[src/design/rfh_pkg.sv]
`default_nettype none

package rfh_pkg;

  localparam logic [7:0]  MULTI_MARK     = 8'h84;
  localparam logic [7:0]  SEPARATOR      = 8'h3A;
  localparam logic [31:0] MAX_FRAG_RESET = 32'd4096;

  // register index taken from paddr[2]
  localparam logic        REG_MAX_FRAG   = 1'b0;

  typedef struct packed {
    logic latch_in;     // capture input byte and length
    logic start_div;    // begin fragment count division
    logic load_rec;     // division finished: set up new record
    logic emit_hdr;     // load next header byte into output register
    logic emit_pay;     // load payload byte into output register
    logic pay_from_in;  // payload byte comes straight from the input port
  } cmd_t;

  typedef struct packed {
    logic rec_idle;     // no record in progress
    logic frag_zero;    // a new fragment starts with the next byte
    logic len_zero;     // offered record length is zero
    logic div_done;     // divider result valid this cycle
    logic hdr_last;     // the header byte up next closes the header
    logic out_free;     // output register can take a byte this cycle
  } status_t;

endpackage

`default_nettype wire

[src/design/record_fragmenter_with_headers.sv]
`default_nettype none

// Splits a record of bytes into fragments of at most max_fragment_bytes and
// puts a header (index ':' count ':') before each fragment; values of 128
// and up are coded as 0x84 plus four little-endian bytes. Payload bytes
// inside a fragment pass at one per cycle while the output is not stalled.
// The first byte of a record waits for the fragment count, which comes from
// a one-bit-per-cycle divider, and then for its header; every later fragment
// start waits for its header of 4 to 12 bytes. A byte arriving while idle
// with length zero is dropped. Register max_fragment_bytes sits at byte
// address 0; a value of zero acts as one. No clearing pass after reset.
module record_fragmenter_with_headers import rfh_pkg::*; (
  input  wire logic        clk_i,
  input  wire logic        rst_ni,
  input  wire logic        psel,
  input  wire logic        penable,
  input  wire logic        pwrite,
  input  wire logic [2:0]  paddr,
  input  wire logic [31:0] pwdata,
  output logic [31:0]      prdata,
  output logic             pready,
  input  wire logic        in_valid_i,
  output logic             in_stall_o,
  input  wire logic [7:0]  data_byte_i,
  input  wire logic [31:0] record_length_i,
  output logic             out_valid_o,
  input  wire logic        out_stall_i,
  output logic [7:0]       out_byte_o,
  output logic             is_header_o,
  output logic [31:0]      fragment_number_o,
  output logic             fragment_end_o,
  output logic             record_end_o,
  output logic             last_o
);

  logic [31:0] max_frag_q;
  logic        cfg_wr;
  logic        in_ready;
  cmd_t        cmd;
  status_t     status;

  assign pready = 1'b1;
  assign cfg_wr = psel && penable && pwrite;
  assign prdata = (paddr[2] == REG_MAX_FRAG) ? max_frag_q : 32'd0;

  always_ff @(posedge clk_i or negedge rst_ni) begin
    if (!rst_ni) begin
      max_frag_q <= MAX_FRAG_RESET;
    end else if (cfg_wr && (paddr[2] == REG_MAX_FRAG)) begin
      max_frag_q <= pwdata;
    end
  end

  rfh_ctrl u_ctrl (
    .clk_i      (clk_i),
    .rst_ni     (rst_ni),
    .in_valid_i (in_valid_i),
    .in_ready_o (in_ready),
    .status_i   (status),
    .cmd_o      (cmd)
  );

  rfh_datapath u_dp (
    .clk_i             (clk_i),
    .rst_ni            (rst_ni),
    .cmd_i             (cmd),
    .status_o          (status),
    .max_frag_i        (max_frag_q),
    .data_byte_i       (data_byte_i),
    .record_length_i   (record_length_i),
    .out_valid_o       (out_valid_o),
    .out_stall_i       (out_stall_i),
    .out_byte_o        (out_byte_o),
    .is_header_o       (is_header_o),
    .fragment_number_o (fragment_number_o),
    .fragment_end_o    (fragment_end_o),
    .record_end_o      (record_end_o),
    .last_o            (last_o)
  );

  assign in_stall_o = !in_ready;

`ifndef NO_ASSERTIONS
  a_one_emit: assert property (@(posedge clk_i) disable iff (!rst_ni)
    !(cmd.emit_hdr && cmd.emit_pay))
    else $error("header and payload emitted in the same cycle");

  a_no_emit_on_stall: assert property (@(posedge clk_i) disable iff (!rst_ni)
    (out_valid_o && out_stall_i) |-> !(cmd.emit_hdr || cmd.emit_pay))
    else $error("output register overwritten while stalled");

  a_hdr_flags: assert property (@(posedge clk_i) disable iff (!rst_ni)
    (out_valid_o && is_header_o) |-> !(last_o || fragment_end_o || record_end_o))
    else $error("header byte carries payload flags");

  a_rec_end_frag_end: assert property (@(posedge clk_i) disable iff (!rst_ni)
    (out_valid_o && record_end_o) |-> (fragment_end_o && last_o))
    else $error("record end without fragment end");

  a_div_busy: assert property (@(posedge clk_i) disable iff (!rst_ni)
    cmd.start_div |=> in_stall_o)
    else $error("input accepted while fragment count pending");
`endif

endmodule

`default_nettype wire

[src/design/rfh_div.sv]
`default_nettype none

// Restoring unsigned divider, one quotient bit per cycle.
module rfh_div (
  input  wire logic        clk_i,
  input  wire logic        rst_ni,
  input  wire logic        start_i,
  input  wire logic [31:0] dividend_i,
  input  wire logic [31:0] divisor_i,
  output logic             done_o,
  output logic [31:0]      quot_o,
  output logic [31:0]      rem_o
);

  logic        busy_q, busy_d;
  logic        done_q, done_d;
  logic [4:0]  cnt_q, cnt_d;
  logic [31:0] quot_q, quot_d;
  logic [31:0] rem_q, rem_d;
  logic [31:0] dvs_q, dvs_d;
  logic [32:0] shifted;
  logic [32:0] diff;

  assign shifted = {rem_q, quot_q[31]};
  assign diff    = shifted - {1'b0, dvs_q};

  always_comb begin
    busy_d = busy_q;
    done_d = 1'b0;
    cnt_d  = cnt_q;
    quot_d = quot_q;
    rem_d  = rem_q;
    dvs_d  = dvs_q;
    if (start_i) begin
      busy_d = 1'b1;
      cnt_d  = '0;
      quot_d = dividend_i;
      rem_d  = '0;
      dvs_d  = divisor_i;
    end else if (busy_q) begin
      if (shifted >= {1'b0, dvs_q}) begin
        rem_d  = diff[31:0];
        quot_d = {quot_q[30:0], 1'b1};
      end else begin
        rem_d  = shifted[31:0];
        quot_d = {quot_q[30:0], 1'b0};
      end
      cnt_d = cnt_q + 5'd1;
      if (cnt_q == 5'd31) begin
        busy_d = 1'b0;
        done_d = 1'b1;
      end
    end
  end

  always_ff @(posedge clk_i or negedge rst_ni) begin
    if (!rst_ni) begin
      busy_q <= 1'b0;
      done_q <= 1'b0;
      cnt_q  <= '0;
    end else begin
      busy_q <= busy_d;
      done_q <= done_d;
      cnt_q  <= cnt_d;
    end
  end

  always_ff @(posedge clk_i) begin
    quot_q <= quot_d;
    rem_q  <= rem_d;
    dvs_q  <= dvs_d;
  end

  assign done_o = done_q;
  assign quot_o = quot_q;
  assign rem_o  = rem_q;

endmodule

`default_nettype wire

[src/design/rfh_datapath.sv]
`default_nettype none

module rfh_datapath import rfh_pkg::*; (
  input  wire logic        clk_i,
  input  wire logic        rst_ni,
  input  wire cmd_t        cmd_i,
  output status_t          status_o,
  input  wire logic [31:0] max_frag_i,
  input  wire logic [7:0]  data_byte_i,
  input  wire logic [31:0] record_length_i,
  output logic             out_valid_o,
  input  wire logic        out_stall_i,
  output logic [7:0]       out_byte_o,
  output logic             is_header_o,
  output logic [31:0]      fragment_number_o,
  output logic             fragment_end_o,
  output logic             record_end_o,
  output logic             last_o
);

  logic [7:0]  byte_q;
  logic [31:0] len_q;
  logic [31:0] rec_q, rec_d;
  logic [31:0] frag_q, frag_d;
  logic [31:0] cur_q, cur_d;
  logic [31:0] tot_q, tot_d;
  logic [1:0]  phase_q, phase_d;
  logic [2:0]  sub_q, sub_d;
  logic        ovalid_q, ovalid_d;
  logic [7:0]  obyte_q;
  logic        ohdr_q, ofend_q, orend_q, olast_q;
  logic [31:0] ofrag_q;

  logic        div_done;
  logic [31:0] div_quot;
  logic [31:0] div_rem;
  logic [31:0] mx;
  logic [31:0] hv;
  logic        hv_short;
  logic        val_done;
  logic        hdr_first;
  logic [7:0]  hdr_byte;
  logic [7:0]  pay_byte;
  logic        fend;
  logic        rend;
  logic        out_free;

  // a maximum of zero behaves as one
  assign mx = (max_frag_i == '0) ? 32'd1 : max_frag_i;

  rfh_div u_div (
    .clk_i      (clk_i),
    .rst_ni     (rst_ni),
    .start_i    (cmd_i.start_div),
    .dividend_i (record_length_i),
    .divisor_i  (mx),
    .done_o     (div_done),
    .quot_o     (div_quot),
    .rem_o      (div_rem)
  );

  // header: index, ':', count, ':'; values of 128 and up are mark + 4 LE bytes
  assign hv        = phase_q[1] ? tot_q : cur_q;
  assign hv_short  = (hv[31:7] == '0);
  assign val_done  = phase_q[0] || hv_short || (sub_q == 3'd4);
  assign hdr_first = (phase_q == 2'd0) && (sub_q == 3'd0);

  always_comb begin
    if (phase_q[0]) begin
      hdr_byte = SEPARATOR;
    end else if (hv_short) begin
      hdr_byte = hv[7:0];
    end else begin
      unique case (sub_q)
        3'd0:    hdr_byte = MULTI_MARK;
        3'd1:    hdr_byte = hv[7:0];
        3'd2:    hdr_byte = hv[15:8];
        3'd3:    hdr_byte = hv[23:16];
        default: hdr_byte = hv[31:24];
      endcase
    end
  end

  assign pay_byte = cmd_i.pay_from_in ? data_byte_i : byte_q;
  assign fend     = (frag_q == 32'd1);
  assign rend     = (rec_q == 32'd1);
  assign out_free = !ovalid_q || !out_stall_i;

  always_comb begin
    rec_d   = rec_q;
    frag_d  = frag_q;
    cur_d   = cur_q;
    tot_d   = tot_q;
    phase_d = phase_q;
    sub_d   = sub_q;
    if (cmd_i.load_rec) begin
      rec_d  = len_q;
      frag_d = '0;
      cur_d  = '0;
      tot_d  = div_quot + {31'd0, (div_rem != '0)};
    end
    if (cmd_i.emit_hdr) begin
      if (hdr_first) begin
        frag_d = (rec_q > mx) ? mx : rec_q;
      end
      if (val_done) begin
        sub_d   = '0;
        phase_d = phase_q + 2'd1;
      end else begin
        sub_d = sub_q + 3'd1;
      end
    end
    if (cmd_i.emit_pay) begin
      rec_d = rec_q - 32'd1;
      if (rend) begin
        frag_d = '0;
        cur_d  = '0;
        tot_d  = '0;
      end else begin
        frag_d = frag_q - 32'd1;
        if (fend) begin
          cur_d = cur_q + 32'd1;
        end
      end
    end
  end

  always_comb begin
    ovalid_d = ovalid_q;
    if (cmd_i.emit_hdr || cmd_i.emit_pay) begin
      ovalid_d = 1'b1;
    end else if (!out_stall_i) begin
      ovalid_d = 1'b0;
    end
  end

  always_ff @(posedge clk_i or negedge rst_ni) begin
    if (!rst_ni) begin
      rec_q    <= '0;
      frag_q   <= '0;
      cur_q    <= '0;
      tot_q    <= '0;
      phase_q  <= '0;
      sub_q    <= '0;
      ovalid_q <= 1'b0;
    end else begin
      rec_q    <= rec_d;
      frag_q   <= frag_d;
      cur_q    <= cur_d;
      tot_q    <= tot_d;
      phase_q  <= phase_d;
      sub_q    <= sub_d;
      ovalid_q <= ovalid_d;
    end
  end

  always_ff @(posedge clk_i) begin
    if (cmd_i.latch_in) begin
      byte_q <= data_byte_i;
      len_q  <= record_length_i;
    end
    if (cmd_i.emit_hdr) begin
      obyte_q <= hdr_byte;
      ohdr_q  <= 1'b1;
      ofrag_q <= cur_q;
      ofend_q <= 1'b0;
      orend_q <= 1'b0;
      olast_q <= 1'b0;
    end else if (cmd_i.emit_pay) begin
      obyte_q <= pay_byte;
      ohdr_q  <= 1'b0;
      ofrag_q <= cur_q;
      ofend_q <= fend;
      orend_q <= rend;
      olast_q <= 1'b1;
    end
  end

  assign status_o.rec_idle  = (rec_q == '0);
  assign status_o.frag_zero = (frag_q == '0);
  assign status_o.len_zero  = (record_length_i == '0);
  assign status_o.div_done  = div_done;
  assign status_o.hdr_last  = (phase_q == 2'd3);
  assign status_o.out_free  = out_free;

  assign out_valid_o       = ovalid_q;
  assign out_byte_o        = obyte_q;
  assign is_header_o       = ohdr_q;
  assign fragment_number_o = ofrag_q;
  assign fragment_end_o    = ofend_q;
  assign record_end_o      = orend_q;
  assign last_o            = olast_q;

endmodule

`default_nettype wire

[src/design/rfh_ctrl.sv]
`default_nettype none

module rfh_ctrl import rfh_pkg::*; (
  input  wire logic    clk_i,
  input  wire logic    rst_ni,
  input  wire logic    in_valid_i,
  output logic         in_ready_o,
  input  wire status_t status_i,
  output cmd_t         cmd_o
);

  localparam logic [1:0] S_IDLE = 2'd0;
  localparam logic [1:0] S_DIV  = 2'd1;
  localparam logic [1:0] S_HDR  = 2'd2;
  localparam logic [1:0] S_PAY  = 2'd3;

  logic [1:0] state_q, state_d;
  logic       accept;

  assign in_ready_o = (state_q == S_IDLE) && status_i.out_free;
  assign accept     = in_valid_i && in_ready_o;

  always_comb begin
    state_d = state_q;
    cmd_o   = '0;
    unique case (state_q)
      S_IDLE: begin
        if (accept) begin
          cmd_o.latch_in = 1'b1;
          if (status_i.rec_idle) begin
            // a zero-length record start is dropped
            if (!status_i.len_zero) begin
              cmd_o.start_div = 1'b1;
              state_d         = S_DIV;
            end
          end else if (status_i.frag_zero) begin
            state_d = S_HDR;
          end else begin
            cmd_o.emit_pay    = 1'b1;
            cmd_o.pay_from_in = 1'b1;
          end
        end
      end
      S_DIV: begin
        if (status_i.div_done) begin
          cmd_o.load_rec = 1'b1;
          state_d        = S_HDR;
        end
      end
      S_HDR: begin
        if (status_i.out_free) begin
          cmd_o.emit_hdr = 1'b1;
          if (status_i.hdr_last) begin
            state_d = S_PAY;
          end
        end
      end
      default: begin
        if (status_i.out_free) begin
          cmd_o.emit_pay = 1'b1;
          state_d        = S_IDLE;
        end
      end
    endcase
  end

  always_ff @(posedge clk_i or negedge rst_ni) begin
    if (!rst_ni) begin
      state_q <= S_IDLE;
    end else begin
      state_q <= state_d;
    end
  end

endmodule

`default_nettype wire

[config.mk]
export PLATFORM = sky130hd
export DESIGN_NAME = record_fragmenter_with_headers
export DESIGN_NICKNAME = d
export VERILOG_FILES = /design/src/design/rfh_pkg.sv /design/src/design/record_fragmenter_with_headers.sv /design/src/design/rfh_div.sv /design/src/design/rfh_datapath.sv /design/src/design/rfh_ctrl.sv
export SDC_FILE = /design/constraint.sdc
export NUM_CORES = 1
export LEC_CHECK = 0
export ABC_AREA = 0
export BUFFER_PORTS_ARGS = -buffer_cell sky130_fd_sc_hd__buf_2
export CAP_MARGIN = 20
export CORE_MARGIN = 2
export CORE_UTILIZATION = 45
export CTS_BUF_LIST = sky130_fd_sc_hd__clkbuf_2 sky130_fd_sc_hd__clkbuf_4 sky130_fd_sc_hd__clkbuf_8
export CTS_CLUSTER_DIAMETER = 60
export DETAILED_ROUTE_END_ITERATION = 8
export GPL_TIMING_DRIVEN = 0
export SETUP_SLACK_MARGIN = 0.02
export SLEW_MARGIN = 20
export SYNTH_ARGS = -nofsm -noshare
export SYNTH_HDL_FRONTEND = slang
export SYNTH_SLANG_ARGS = --single-unit
[constraint.sdc]
create_clock -name clk_i -period 5.2 [get_ports clk_i]
set_clock_uncertainty 0.2 [all_clocks]
set_input_delay 0.52 -clock clk_i [delete_from_list [all_inputs] [get_ports clk_i]]
set_output_delay 0.52 -clock clk_i [all_outputs]
set_load 0.05 [all_outputs]
=== Word-level counts from Yosys, hierarchy flattened ===
Index checks and enable logic that the tools add are counted.

* Reduce and logical (&&, ||, !) cells: 29
* Bitwise operators: 1
* $lt $le $gt $ge: 2
* $add $sub $neg: 8
* Divide/modulo/power cells: 0
* Muxes and demuxes: 63
* Multiply operators: 0
* Shift operators: 0
* Equality and inequality tests: 17

{| class="wikitable"
|+ Operators by type and width
! cell !! number
|-
| two-way mux 32 bit || 23
|-
| logical NOT 32 bit || 4
|-
| == test 32 x 1 -> 1 bit (second input constant) || 2
|-
| subtractor 32 x 1 -> 32 bit (second input constant) || 2
|-
| two-way mux 8 bit || 5
|-
| greater-or-equal comparator 33 x 32 -> 1 bit || 1
|-
| adder 32 x 1 -> 32 bit || 1
|-
| adder 32 x 1 -> 32 bit (second input constant) || 1
|-
| greater-than comparator 32 bit || 1
|-
| one-hot mux 8 bit (4 select lines) || 1
|-
| nonzero test 32 bit || 1
|-
| subtractor 32 bit || 1
|-
| two-way mux 2 bit || 13
|-
| logical NOT 25 bit || 1
|-
| two-way mux 1 bit || 16
|-
| two-way mux 5 bit || 2
|-
| != test 2 x 1 -> 1 bit (second input constant) || 4
|-
| AND reduction 7 bit || 1
|-
| == test 3 x 2 -> 1 bit (second input constant) || 2
|-
| logical AND 1 bit || 6
|-
| != test 3 bit (second input constant) || 2
|-
| one-hot mux 2 bit (3 select lines) || 1
|-
| nonzero test 2 bit || 3
|-
| adder 5 x 1 -> 5 bit (second input constant) || 1
|-
| 18 further kinds || 25
|}

* Bits in latches: 0
* Bits in writable memories: 0
* ROM bits: 0
* Output and inout bits: 79
* Register bits: 355
* Memories kept: 0
* Word-level logic and storage cells: 143

=== Longest topological paths before layout ===
* Depth in word-level cells: 9
* Depth in mapped cells: 14
* Mapped depth without buffers: 13

=== Hierarchy ===
From an unflattened synthesis, not the netlist that was laid out.

* Cells, all modules: 2085
* Area, all modules: 20543.5 µm²

{| class="wikitable"
|+ Modules (own cells, without submodules)
! module !! cells an instance !! area an instance (µm²) !! instances !! sequential area each (µm²)
|-
| rfh_datapath || 1354 || 12792.3 || 1 || 5835.6
|-
| rfh_div || 593 || 5928.2 || 1 || 2737.6
|-
| record_fragmenter_with_headers || 106 || 1559.0 || 1 || 802.0
|-
| rfh_ctrl || 32 || 264.0 || 1 || 50.0
|}

=== Worst setup path before layout ===
Ideal clock, no wire load.

* Path type: register -> register
* From: reg u_dp.ovalid_q (netlist: u_dp.out_valid_o)
* To: reg u_dp.ofrag_q[0] (netlist: u_dp.fragment_number_o[0]) (enable)
* Stages on the path, launching flop included: 9
* Arrival time: 3.588 ns
* Clock period less this slack: 4.186 ns
* Setup time: 0.398 ns
* Setup slack: 1.014 ns
* Cell sequence: dfrtp_1 -> nand2_1 -> nand3_1 -> inv_1 -> o41ai_4 -> o31a_1 -> buf_4 -> buf_2 -> nand2_1

* Word-level cells in the longest chain between the ends: 7

{| class="wikitable"
|+ Ends and longest elaborated chain
! element !! line !! RTL
|-
| start: declaration || rfh_datapath.sv:29 || <nowiki>logic ovalid_q, ovalid_d;</nowiki>
|-
| start signal: assignment || rfh_datapath.sv:153 || <nowiki>ovalid_q <= ovalid_d;</nowiki>
|-
| logical NOT 1 bit (*) || rfh_datapath.sv:87 || <nowiki>assign out_free = !ovalid_q || !out_stall_i;</nowiki>
|-
| logical OR 1 bit (*) || rfh_datapath.sv:87 ||
|-
| logical AND 1 bit || rfh_ctrl.sv:20 || <nowiki>assign in_ready_o = (state_q == S_IDLE) && status_i.out_free;</nowiki>
|-
| logical AND 1 bit || rfh_ctrl.sv:21 || <nowiki>assign accept = in_valid_i && in_ready_o;</nowiki>
|-
| two-way mux 2 bit || rfh_ctrl.sv:28 || <nowiki>if (accept) begin</nowiki>
|-
| one-hot mux 1 bit (2 select lines) || rfh_ctrl.sv:26 || <nowiki>unique case (state_q)</nowiki>
|-
| nonzero test 2 bit (no source line) (*) || - ||
|-
| end signal: assignment || rfh_datapath.sv:165 || <nowiki>ofrag_q <= cur_q;</nowiki>
|-
| end signal: assignment || rfh_datapath.sv:172 || <nowiki>ofrag_q <= cur_q;</nowiki>
|-
| end: declaration || rfh_datapath.sv:32 || <nowiki>logic [31:0] ofrag_q;</nowiki>
|}

Every way passes the cells marked *; elsewhere a longest branch is shown, timed or not.
A chain may end at the register's enable or synchronous reset.

==> results.txt <==
The flow ran to the end, and the final reports show no timing, DRC or antenna violations. Fill cells in the final layout number 4171. The run gives 0.357 as the relative slew slack.

From synthesis to final layout, the design area changed by 18.5%. The worst register-to-register path ends at u_dp.u_div.quot_o[26]. The top fanout value on the critical path is 41. No sink is reached through more buffers than the 3 on the longest clock path. In the layout the commonest cells are sky130_fd_sc_hd__nand2_1 (255), sky130_fd_sc_hd__nor2_1 (224), sky130_fd_sc_hd__buf_2 (181), sky130_fd_sc_hd__dfrtp_1 (174), sky130_fd_sc_hd__a21oi_1 (163). After detailed routing, the average wire length per cell comes to 21.9 um. In this run, synthesis inferred 144 flip-flops with an integrated enable. Data arrival at the endpoint of the critical path: 5.13 ns. For the worst IR drop on VDD, the log shows 0.000226 V. The number of clock buffers added by TritonCTS is 60.

Leaving out fill and tap cells, the most frequent cell in the layout is sky130_fd_sc_hd__nand2_1. The run gives 18000 as the via count of the first global-routing pass. Walking the worst path, the cells encountered are inv_1, ha_1, or3b_2, buf_1, nor4_1, nand2_1, or3_1, buf_2, inv_2, buf_2, nand2_1, nand2_1.

For the detailed-route wire length, the log shows 67900 um. The number of levels the H-tree was split into was 2. The tightest hold path in the finished design has a slack of 0.156 ns.

The startpoint identified for the worst register-to-register timing path is u_dp.rec_q[0]. When the netlist entered floorplanning its net count stood at 2331. Last weighted congestion value of the routability-driven placer: 0.967. CTS root buffer: sky130_fd_sc_hd__clkbuf_8.

The tools report the count of standard-cell rows as 77. The tools report the required time of the critical path as 5.51 ns. The total number of nets in the final design is 2626. The sequential cells in the finished layout cover a total of 9430 um2.

For this run, the number of standard cells in the final layout without fillers is 3104. Global routing finished with a remaining overflow of 0. Synthesis produced 2163 cells. The kind of cell with the highest combined delay along the critical path is simple AND/OR/NAND/NOR gates. The number of nets with antenna violations after routing is 0, and the number of primary I/O pins is 161. Before antenna repair, the detailed router went through 5 iterations. The depth of the most critical reg-to-reg path was 12. For this run, the slowest stage of the critical path takes 0.78 ns. Source of the worst hold timing path: out_stall_i. The worst min-delay path category was input pin to flop. The type of the worst setup path was flop to flop. Final setup slack of the worst path: 0.380 ns. The share of the clock period used by the worst path after layout came out at 0.927.

The library cell appearing most often on the critical path was sky130_fd_sc_hd__nand2_1. The areal power density over the cells was 429 nW/um2. The multi-input combinational cell area is 9730 um2, and the share of final-layout standard cells stronger than drive strength 1 is 0.151. In this run, placement finished with an instance count of 2915.

The run gives 2 as the initial antenna violation count. Setup repair after global routing left no endpoint under its margin. The post-synthesis sequential area ratio is 0.469. After legalization and detailed placement, the total HPWL measured 50700 um. The floorplan step defined a die boundary enclosing 46300 um2. The uppermost metal layer occupied by signal nets was met4.

The fraction of registers with async set or reset after synthesis came out at 0.493. Setup violations remaining at the end of the flow were counted as 0. The final core utilization was 0.539. In this run, synthesis produced a sequential element count of 355.

For the core footprint, the log shows 44100 um2. For the count of vias placed by the detailed router, the log shows 18300. The routed design uses 30900 um of met2 wire. Summing all placed instances gives a cell area of 21700 um2.

For the leakage power total, the log shows 9.95 nW. The finished layout cell area was 23800 um2. Setup total negative slack on the finished layout was measured at 0 ns. Derived from the worst setup path, the maximum achievable clock frequency is 207 MHz.

TritonCTS built the clock tree. The total clock sinks is 355, and the residual DRC count is 0. The die is 215 um wide. After layout, the design draws a total of 10.2 mW. Clock-pin slew was measured on the worst setup and hold paths at 0.06 ns. The worst setup path is captured at a flop.

For hold timing, the worst endpoint is u_dp.out_valid_o. The tools report the number of violations reported at the end of detailed-routing iteration 0 as 1576. The latest clock arrival within the worst-skew pair was 0.66 ns; the maximum number of pins on one net before global-route repair was 94. The count of buffers added by post-CTS timing repair for setup was 0; the number of different library cells in the post-synthesis netlist was 78. For the pin with the worst max-slew slack, the measured transition is 0.964 ns.

The slowest cell on the critical path is sky130_fd_sc_hd__buf_2. The sort of element at the start of the critical path was a flop. Together, buffers and inverters on the worst path number 5. The met1 wire length is 30000 um, and the register-to-register setup slack is 0.38 ns. In this run the cell area of the synthesized design comes to 20100 um2.

The minimum setup slack after placement was 0.361 ns; the worst hold path stage count was 3. For the final-report max-slew violation count, the log shows 0. A synthesized cell averages 9.28 um2. The count of input and output buffers is 157, and the shortest period the worst path allows is 4.82 ns.

The run gives 0.292 as the overall fraction of global-route tracks in use. Measured along the y axis, the die boundary spans 215 um. The count of synthesis-stage warnings from yosys was 0. After detailed routing, the number of vias per cell comes to 5.89.

The count of final hold-check violations is 0, and the count of maximum capacitance violations is 0. The starting utilization of the core area was 0.455; the length of routed met3 wiring was 4730 um. The run gives 105000 um as the wire length of the first global-routing pass. The top flip-flop cell by instance count after synthesis was sky130_fd_sc_hd__dfrtp_1.

The critical path runs through a total of 12 cells.
## worst register-to-register path, stage by stage (launching register included)
cell and delay (ns):
sky130_fd_sc_hd__dfrtp_1 0.52, sky130_fd_sc_hd__inv_1 0.22, sky130_fd_sc_hd__ha_1 0.25, sky130_fd_sc_hd__or3b_2 0.45, sky130_fd_sc_hd__buf_1 0.17, sky130_fd_sc_hd__nor4_1 0.56
sky130_fd_sc_hd__nand2_1 0.34, sky130_fd_sc_hd__or3_1 0.43, sky130_fd_sc_hd__buf_2 0.23, sky130_fd_sc_hd__inv_2 0.18, sky130_fd_sc_hd__buf_2 0.78, sky130_fd_sc_hd__nand2_1 0.24
sky130_fd_sc_hd__nand2_1 0.12
## layout make-up
cell class / count / share of cell area
clock inverters: 20 / 0.00862
clock buffers: 93 / 0.0485
inverters: 91 / 0.0144
flip-flops and latches: 355 / 0.396
repair buffers: 233 / 0.0670
well taps: 592 / 0.0311
multi-input cells: 1580 / 0.409
diodes: 3 / 0.000315
plain buffers: 137 / 0.0253
## cell usage after synthesis, drive strengths merged, types with 38 or more instances
master / n / area (um2)
nand2: 258 / 971
nor2: 225 / 861
dfrtp: 174 / 4350
a21oi: 163 / 816
o21ai: 155 / 776
edfxtp: 144 / 4320
clkbuf: 95 / 357
inv: 91 / 342
ha: 85 / 1060
nor3: 69 / 345
nand3: 60 / 300
nor4: 60 / 375
mux2: 52 / 586
mux2i: 47 / 470
buf: 42 / 245
a211oi: 38 / 285
## flip-flops by register name, indices dropped and copies added (netlist names), 32 cells and up
signal / cells
max_frag_q: 32
u_dp.cur_q: 32
u_dp.frag_q: 32
u_dp.fragment_number_o: 32
u_dp.len_q: 32
u_dp.rec_q: 32
u_dp.tot_q: 32
u_dp.u_div.dvs_q: 32
u_dp.u_div.quot_o: 32
u_dp.u_div.rem_o: 32
## logic make-up (layout without fill, tap and decap cells)
group,Yosys count,after routing,share of synthesized area
mux,99,99,0.0526
buf+inv,228,574,0.0470
xor+xnor,65,65,0.0284
fa+ha+maj,86,86,0.0540
other cells,1,4,0.000187
flops,355,355,0.469
compound gates,516,516,0.159
simple gates,813,813,0.190
## per-layer routing
layer  global-route usage  up-vias
li1                     -     8448
met1                0.411     8939
met2                0.460      753
met3               0.0412      141
met4                0.107        0
met5                    0        -
## power by group
group	internal (mW)	switching (mW)
Clock	1.61	1.18
Sequential	3.44	0.350
Combinational	1.06	2.57
Total	6.11	4.10
## repair_timing
item / in CTS / in global routing
resized for setup: 0 / 1
endpoints found under the setup margin: 0 / 7
hold endpoints to repair: 175 / 0
hold buffers: 73 / 0
## worst max-delay path by stage
stage	endpoint	slack (ns)	startpoint
4_1_cts	u_dp.u_div.quot_o[28]	0.34	u_dp.rec_q[0]
2_1_floorplan	u_dp.fragment_number_o[0]	1.01	u_dp.out_valid_o
3_5_place_dp	u_dp.u_div.quot_o[30]	0.36	u_dp.rec_q[0]
3_3_place_gp	u_dp.fragment_number_o[2]	-0.12	out_stall_i
5_1_grt	u_dp.u_div.quot_o[26]	0.08	u_dp.rec_q[0]
6_report	u_dp.u_div.quot_o[26]	0.38	u_dp.rec_q[0]
Power figures use the tool's default switching activity.
